## src/sv/sjf_pkg.sv

```systemverilog
// Shared types and constants for the shortest-job-first scheduler.
package sjf_pkg;

    localparam int QUEUE_DEPTH = 16;
    localparam int ID_W        = 16;
    localparam int LEN_W       = 16;
    localparam int KEY_W       = LEN_W + ID_W;

    typedef logic [KEY_W-1:0] key_t;
    typedef logic [ID_W-1:0]  id_t;
    typedef logic [LEN_W-1:0] len_t;

    typedef enum logic [1:0] {
        MODE_ADD  = 2'd0,
        MODE_PEEK = 2'd1,
        MODE_POP  = 2'd2
    } mode_t;

    typedef enum logic [1:0] {
        STATUS_OK    = 2'd0,
        STATUS_EMPTY = 2'd1,
        STATUS_FULL  = 2'd2
    } status_t;

    // Operation broadcast to every cell of the queue at once.
    typedef enum logic [1:0] {
        CELL_HOLD   = 2'd0,
        CELL_INSERT = 2'd1,
        CELL_SHIFT  = 2'd2,
        CELL_SWAP   = 2'd3
    } cell_op_t;

    typedef struct packed {
        cell_op_t op;
        key_t     key;
    } cell_cmd_t;

    typedef struct packed {
        logic head_valid;
        logic full;
        key_t head_key;
    } queue_status_t;

endpackage

```

## src/sv/sjf_cell.sv

```systemverilog
// One cell of the sorted waiting queue: holds a single job key and its valid bit.
module sjf_cell (
    input  logic              clk,
    input  logic              rst_n,
    input  sjf_pkg::cell_cmd_t cmd,
    input  sjf_pkg::key_t     left_key,
    input  logic              left_valid,
    input  logic              left_gt,
    input  sjf_pkg::key_t     right_key,
    input  logic              right_valid,
    input  logic              right_gt,
    output sjf_pkg::key_t     key,
    output logic              valid,
    output logic              gt
);

    sjf_pkg::key_t key_reg;
    sjf_pkg::key_t key_next;
    logic          valid_reg;
    logic          valid_next;

    // An empty cell counts as greater than any key, so the row stays monotonic.
    assign gt    = !valid_reg || (key_reg > cmd.key);
    assign key   = key_reg;
    assign valid = valid_reg;

    always_comb
    begin
        key_next   = key_reg;
        valid_next = valid_reg;
        case (cmd.op)
            sjf_pkg::CELL_INSERT:
            begin
                if (gt)
                begin
                    key_next   = left_gt ? left_key : cmd.key;
                    valid_next = valid_reg | left_valid;
                end
            end
            sjf_pkg::CELL_SHIFT:
            begin
                key_next   = right_key;
                valid_next = right_valid;
            end
            sjf_pkg::CELL_SWAP:
            begin
                // Head leaves and the key goes in at once: the row as seen after
                // the shift is the right neighbour's, so its compare decides.
                if (right_gt)
                begin
                    key_next = gt ? key_reg : cmd.key;
                end
                else
                begin
                    key_next = right_key;
                end
            end
            default:
            begin
                key_next   = key_reg;
                valid_next = valid_reg;
            end
        endcase
    end

    always_ff @(posedge clk or negedge rst_n)
    begin
        if (!rst_n)
        begin
            valid_reg <= 1'b0;
        end
        else
        begin
            valid_reg <= valid_next;
        end
    end

    always_ff @(posedge clk)
    begin
        key_reg <= key_next;
    end

endmodule

```

## src/sv/sjf_chain.sv

```systemverilog
// Row of queue cells kept in ascending key order, head at cell zero.
module sjf_chain (
    input  logic                   clk,
    input  logic                   rst_n,
    input  sjf_pkg::cell_cmd_t     cmd,
    output sjf_pkg::queue_status_t stat
);

    sjf_pkg::key_t                   cell_key   [sjf_pkg::QUEUE_DEPTH];
    logic [sjf_pkg::QUEUE_DEPTH-1:0] cell_valid;
    logic [sjf_pkg::QUEUE_DEPTH-1:0] cell_gt;

    genvar i;
    generate
        for (i = 0; i < sjf_pkg::QUEUE_DEPTH; i++)
        begin : g_cell
            sjf_pkg::key_t lk;
            sjf_pkg::key_t rk;
            logic          lv;
            logic          lg;
            logic          rv;
            logic          rg;

            if (i == 0)
            begin : g_first
                assign lk = '0;
                assign lv = 1'b1;
                assign lg = 1'b0;
            end
            else
            begin : g_mid_left
                assign lk = cell_key[i-1];
                assign lv = cell_valid[i-1];
                assign lg = cell_gt[i-1];
            end

            if (i == sjf_pkg::QUEUE_DEPTH - 1)
            begin : g_last
                assign rk = '0;
                assign rv = 1'b0;
                assign rg = 1'b1;
            end
            else
            begin : g_mid_right
                assign rk = cell_key[i+1];
                assign rv = cell_valid[i+1];
                assign rg = cell_gt[i+1];
            end

            sjf_cell u_cell (
                .clk         (clk),
                .rst_n       (rst_n),
                .cmd         (cmd),
                .left_key    (lk),
                .left_valid  (lv),
                .left_gt     (lg),
                .right_key   (rk),
                .right_valid (rv),
                .right_gt    (rg),
                .key         (cell_key[i]),
                .valid       (cell_valid[i]),
                .gt          (cell_gt[i])
            );
        end
    endgenerate

    assign stat.head_valid = cell_valid[0];
    assign stat.full       = cell_valid[sjf_pkg::QUEUE_DEPTH-1];
    assign stat.head_key   = cell_key[0];

endmodule

```

## src/sv/shortest_job_first_scheduler_core.sv

```systemverilog
// An accepted beat's result is registered; it shows on the master side in the next cycle.
// Throughput: one beat per cycle unless m_tready stalls; each queue update is one row step.
// The output register frees s_tready whenever the result is taken in the same cycle.
// Reset (rst_n low, asynchronous) empties the current slot and marks every queue cell
// invalid; the block takes beats from the first cycle after reset is released.
// Top level: current-job slot, operation decode and the sorted queue of cells.
module shortest_job_first_scheduler_core (
    input  logic        clk,
    input  logic        rst_n,
    input  logic        s_tvalid,
    output logic        s_tready,
    input  logic [47:0] s_tdata,   // job_id [15:0], job_length [31:16], current_remaining [47:32]
    input  logic [1:0]  s_tuser,   // mode [1:0]
    output logic        m_tvalid,
    input  logic        m_tready,
    output logic [23:0] m_tdata    // result_id [15:0], result_valid [16], status [18:17],
                                   // is_empty [19], zero fill [23:20]
);

    sjf_pkg::cell_cmd_t     cmd;
    sjf_pkg::queue_status_t qstat;

    logic          cur_valid_reg;
    logic          cur_valid_next;
    sjf_pkg::id_t  cur_id_reg;
    sjf_pkg::id_t  cur_id_next;
    sjf_pkg::len_t cur_len_reg;
    sjf_pkg::len_t cur_len_next;
    logic          m_tvalid_reg;
    logic [23:0]   m_tdata_reg;
    logic [23:0]   m_tdata_next;

    logic             accept;
    sjf_pkg::id_t     in_id;
    sjf_pkg::len_t    in_len;
    sjf_pkg::len_t    in_rem;
    sjf_pkg::len_t    head_len;
    sjf_pkg::id_t     res_id;
    logic             res_valid;
    sjf_pkg::status_t status;

    assign in_id    = s_tdata[15:0];
    assign in_len   = s_tdata[31:16];
    assign in_rem   = s_tdata[47:32];
    assign head_len = qstat.head_key[sjf_pkg::KEY_W-1:sjf_pkg::ID_W];

    assign s_tready = !m_tvalid_reg || m_tready;
    assign accept   = s_tvalid && s_tready;

    always_comb
    begin
        cur_valid_next = cur_valid_reg;
        cur_id_next    = cur_id_reg;
        cur_len_next   = cur_len_reg;
        cmd.op         = sjf_pkg::CELL_HOLD;
        cmd.key        = {in_len, in_id};
        res_id         = '0;
        res_valid      = 1'b0;
        status         = sjf_pkg::STATUS_OK;
        if (accept)
        begin
            case (s_tuser)
                sjf_pkg::MODE_ADD:
                begin
                    if (!cur_valid_reg)
                    begin
                        cur_valid_next = 1'b1;
                        cur_id_next    = in_id;
                        cur_len_next   = in_len;
                    end
                    else if (qstat.full)
                    begin
                        status = sjf_pkg::STATUS_FULL;
                    end
                    else
                    begin
                        cmd.op = sjf_pkg::CELL_INSERT;
                    end
                end
                sjf_pkg::MODE_PEEK:
                begin
                    if (!cur_valid_reg)
                    begin
                        status = sjf_pkg::STATUS_EMPTY;
                    end
                    else
                    begin
                        res_valid = 1'b1;
                        res_id    = cur_id_reg;
                        // An unstarted current job gives way to a strictly shorter head.
                        if (qstat.head_valid && (in_rem == cur_len_reg) &&
                            (cur_len_reg > head_len))
                        begin
                            cmd.op       = sjf_pkg::CELL_SWAP;
                            cmd.key      = {cur_len_reg, cur_id_reg};
                            cur_id_next  = qstat.head_key[sjf_pkg::ID_W-1:0];
                            cur_len_next = head_len;
                            res_id       = qstat.head_key[sjf_pkg::ID_W-1:0];
                        end
                    end
                end
                sjf_pkg::MODE_POP:
                begin
                    if (!cur_valid_reg)
                    begin
                        status = sjf_pkg::STATUS_EMPTY;
                    end
                    else
                    begin
                        res_valid = 1'b1;
                        res_id    = cur_id_reg;
                        if (qstat.head_valid)
                        begin
                            cmd.op       = sjf_pkg::CELL_SHIFT;
                            cur_id_next  = qstat.head_key[sjf_pkg::ID_W-1:0];
                            cur_len_next = head_len;
                        end
                        else
                        begin
                            cur_valid_next = 1'b0;
                            cur_id_next    = '0;
                            cur_len_next   = '0;
                        end
                    end
                end
                default:
                begin
                    status = sjf_pkg::STATUS_OK;
                end
            endcase
        end
        m_tdata_next = {4'b0000, !cur_valid_next, status, res_valid, res_id};
    end

    sjf_chain u_chain (
        .clk   (clk),
        .rst_n (rst_n),
        .cmd   (cmd),
        .stat  (qstat)
    );

    always_ff @(posedge clk or negedge rst_n)
    begin
        if (!rst_n)
        begin
            cur_valid_reg <= 1'b0;
            cur_id_reg    <= '0;
            cur_len_reg   <= '0;
            m_tvalid_reg  <= 1'b0;
        end
        else
        begin
            cur_valid_reg <= cur_valid_next;
            cur_id_reg    <= cur_id_next;
            cur_len_reg   <= cur_len_next;
            if (accept)
            begin
                m_tvalid_reg <= 1'b1;
            end
            else if (m_tready)
            begin
                m_tvalid_reg <= 1'b0;
            end
        end
    end

    always_ff @(posedge clk)
    begin
        if (accept)
        begin
            m_tdata_reg <= m_tdata_next;
        end
    end

    assign m_tvalid = m_tvalid_reg;
    assign m_tdata  = m_tdata_reg;

endmodule

```

## config.mk

```make
export PLATFORM = sky130hd
export DESIGN_NAME = shortest_job_first_scheduler_core
export DESIGN_NICKNAME = d
export VERILOG_FILES = /design/src/sv/sjf_pkg.sv /design/src/sv/sjf_cell.sv /design/src/sv/sjf_chain.sv /design/src/sv/shortest_job_first_scheduler_core.sv
export SDC_FILE = /design/constraint.sdc
export NUM_CORES = 2
export LEC_CHECK = 0
export BUFFER_PORTS_ARGS = -buffer_cell sky130_fd_sc_hd__buf_2
export CAP_MARGIN = 20
export CORE_ASPECT_RATIO = 0.6
export CORE_MARGIN = 10
export CORE_UTILIZATION = 60
export DETAILED_ROUTE_END_ITERATION = 10
export PLACE_DENSITY = 0.77
export SLEW_MARGIN = 20
export SYNTH_ARGS = -nofsm -noshare
export SYNTH_HDL_FRONTEND = slang
export SYNTH_SLANG_ARGS = --single-unit
```

## constraint.sdc

```tcl
create_clock -name clk -period 15.75 [get_ports clk]
set_clock_uncertainty 0.05 [all_clocks]
set_input_delay 1.575 -clock clk [delete_from_list [all_inputs] [get_ports clk]]
set_output_delay 1.575 -clock clk [all_outputs]
set_load 0.01 [all_outputs]
```

==> flow_metrics.py <==
metrics = {
    "route": {
        "met3_length_um": 27420,
        "drt-total-wl_um": 157600,
        "met1_length_um": 67580,
        "post_drt_wl_per_cell_um": 25.87,
        "viasPerCell": 7.358,
        "maxUsedRoutingLayer": "met4",
        "wl_met2_um": 59180,
        "first_pass_iters": 9,
        "vias": 44830,
        "drc": 0,
        "ant_nets": 0,
        "drt-initial-drc-count": 7747,
    },
    "global_route": {
        "grt_pass1_wl_um": 243100,
        "grt_overflow": 0,
        "grt_max_degree": 168,
        "grt_pass1_vias": 40810,
        "grt.total_usage": 0.3281,
        "antenna_found_initial": 0,
    },
    "finish": {
        "nNetsFinal": 5581,
        "final_layout_size_suffix_gt1_frac": 0.07859,
        "fill_cells": 6360,
        "final_util": 0.6484,
        "largest_reg_flops": 512,
        "area_delta_synth_final_pct": 6.585,
        "seq_area_um2": 17230,
        "multi_input_area_um2": 28400,
        "final_cell_count_no_fill": 6092,
        "diodes": 0,
    },
    "worst_setup_path": {
        "rrSetupSlack_ps": 7260,
        "worstSetupEndpointType": "register",
        "startpoint_type": "register",
        "cp_max_fo": 32,
        "rr_worst_depth": 21,
        "arrival_ps": 8980,
        "required_ps": 16250,
        "critPathKind": "reg -> reg",
    },
    "placement": {
        "gp_congestion": 0.9339,
        "io_buffers": 75,
        "place_inst": 5981,
        "hpwl_um": 113000,
    },
    "clocking": {
        "post_cts_resized": 0,
        "cts_tree": "done",
        "post_cts_buffers": 0,
        "clock_latency_ps": 680,
        "clkSinkCount": 582,
        "holdBufCountCts": 0,
        "path_clk_slew_ps": 70,
        "root_buffer": "clkbuf_16",
        "clk_path_buf_depth": 3,
        "cts_made_buffers": 60,
        "htree_levels": 2,
    },
    "floorplan": {
        "die_area_um2": 90990,
        "die_x_um": 382.8,
        "die_y_um": 237.7,
        "coreArea_um2": 77890,
        "io_pins": 80,
        "initial_core_util": 0.6084,
        "num_rows": 79,
    },
    "sta": {
        "drv_slew": 0,
        "setup-tns-final_ps": 0,
        "rsz0062_at_grt": "no",
        "relSlewSlack": 0.1853,
        "finalSetupViolations": 0,
        "clock.fmax_mhz": 117.8,
        "fin_crit_ps": 8486,
        "hold_ws_ps": 486.3,
        "tightest_slew_ps": 1211,
        "finalCritPeriodShare": 0.5388,
        "finalHoldViolations": 0,
    },
    "logic_synthesis": {
        "ys_ff_latch": 582,
        "avgSynthCellArea_um2": 9.206,
        "yosysMostFrequentCell": "nand2_1",
        "synthTopCellsByArea": "edfxtp_1 (34%), ha_1 (14%), nand2_1 (5.4%), a22oi_1 (5.3%), a21oi_1 (4.5%)",
        "yosys_warnings": 0,
        "syn_inst": 5147,
        "yosysTopAreaCellShare": 0.3371,
        "ys_async_sr_fraction": 0.08591,
        "synth-edff-count": 532,
        "ys_seq_area_frac": 0.3635,
        "synth_common_cells": "nand2_1 (680), ha_1 (536), edfxtp_1 (532)",
        "synth.distinct_cells": 75,
        "syn_area_um2": 47390,
        "yosysTopAreaCell": "edfxtp_1",
        "yosys_most_used_dff": "edfxtp_1",
    },
    "power": {
        "ir_drop_mv": 0.08826,
        "p_leak_nw": 18.38,
        "p_total_mw": 3.636,
        "power_density_nw_per_um2": 71.99,
    },
    "worst_hold_path": {
        "hold_path_class": "reg -> reg",
        "hold_path_depth": 2,
    },
    "outcome": {
        "outcome": "finished, final reports clean",
    },
    "job": {
        "drv_cap": 0,
    },
}
## power by group
part           internal [mW]  total [mW]  switching (mW)
Clock                  0.826        1.50           0.678
Sequential              1.70        1.75          0.0456
Combinational          0.142       0.386           0.244
Total                   2.67        3.64           0.967
## cell usage in the layout, fill, tap and decap left out, types with 53 or more instances in the layout
cell | Yosys | layout
a222oi_1 | 64 | 64
inv_1 | 94 | 93
a22oi_1 | 332 | 329
mux2_2 | 53 | 53
nand3_1 | 182 | 182
clkbuf_16 | 0 | 61
mux2i_1 | 172 | 170
a21oi_1 | 430 | 428
nand2_1 | 680 | 675
buf_2 | 84 | 75
a22o_1 | 78 | 78
nor2_1 | 265 | 251
ha_1 | 536 | 534
o211ai_1 | 203 | 203
o221ai_1 | 91 | 90
buf_4 | 5 | 108
o21ai_0 | 324 | 320
nand4_1 | 114 | 114
a221o_1 | 66 | 66
edfxtp_1 | 532 | 532
## path summary, 6_finish.rpt
kind	start	endpoint
worst max-delay path	u_chain.g_cell[0].u_cell.key[25]	u_chain.g_cell[1].u_cell.key[31]
worst min-delay path	m_tvalid	m_tvalid
worst max register to register	u_chain.g_cell[0].u_cell.key[25]	u_chain.g_cell[1].u_cell.key[31]
worst min register to register	m_tvalid	m_tvalid
max in group asynchronous	rst_n	cur_id_reg[11]
min in group asynchronous	rst_n	cur_len_reg[11]
## cells by family (layout without fill, tap and decap cells)
| family | count (synthesis) | in the layout | synth area share |
|---|---|---|---|
| buffers and inverters | 503 | 392 | 0.04357 |
| AND/OR/NAND/NOR | 1451 | 1451 | 0.1374 |
| other | 1 | 4 | 0.00007914 |
| adder cells (fa/ha/maj) | 536 | 536 | 0.1415 |
| flip-flops | 582 | 582 | 0.3635 |
| multiplexers | 229 | 229 | 0.04993 |
| XOR/XNOR | 16 | 16 | 0.002957 |
| AO/OA/AOI/OAI | 1829 | 1829 | 0.2610 |
## worst max-delay path, cell delays in order (launching register included)
cell and delay, ps:
edfxtp_1 400, inv_1 90, ha_1 330, a21oi_1 160, o21ai_0 260, a221o_1 430
a211o_1 250, nand4_2 70, buf_4 460, mux2_2 550, inv_1 510, buf_4 330
ha_1 150, nand4_1 160, nor4_1 1020, o21ai_0 400, o211ai_1 390, a211o_1 340
nand3_1 700, nand2b_1 760, a21boi_0 370, or3_1 150
## metrics by stage
step	instance area, um^2	setup slack, ps
6_report	50510	7264
5_1_grt	50510	7010
4_1_cts	50460	7778
3_5_place_dp	48520	7090
2_1_floorplan	47400	2811
3_3_place_gp	48510	7281
## area by class of cell
class,instances,area share
sequential,582,0.3411
tap,1053,0.02609
clock inverter,29,0.005004
inverter,96,0.007283
multi-input combinational,4065,0.5623
clock buffer,81,0.03349
timing repair buffer,186,0.02472
## per-layer routing
layer | vias to the layer above | track usage
met4 | 0 | 0.07692
met2 | 3647 | 0.4122
met1 | 21090 | 0.5168
li1 | 19810 | -
met3 | 276 | 0.1152
met5 | - | 0
No activity file was read; power rests on OpenSTA's default activity.
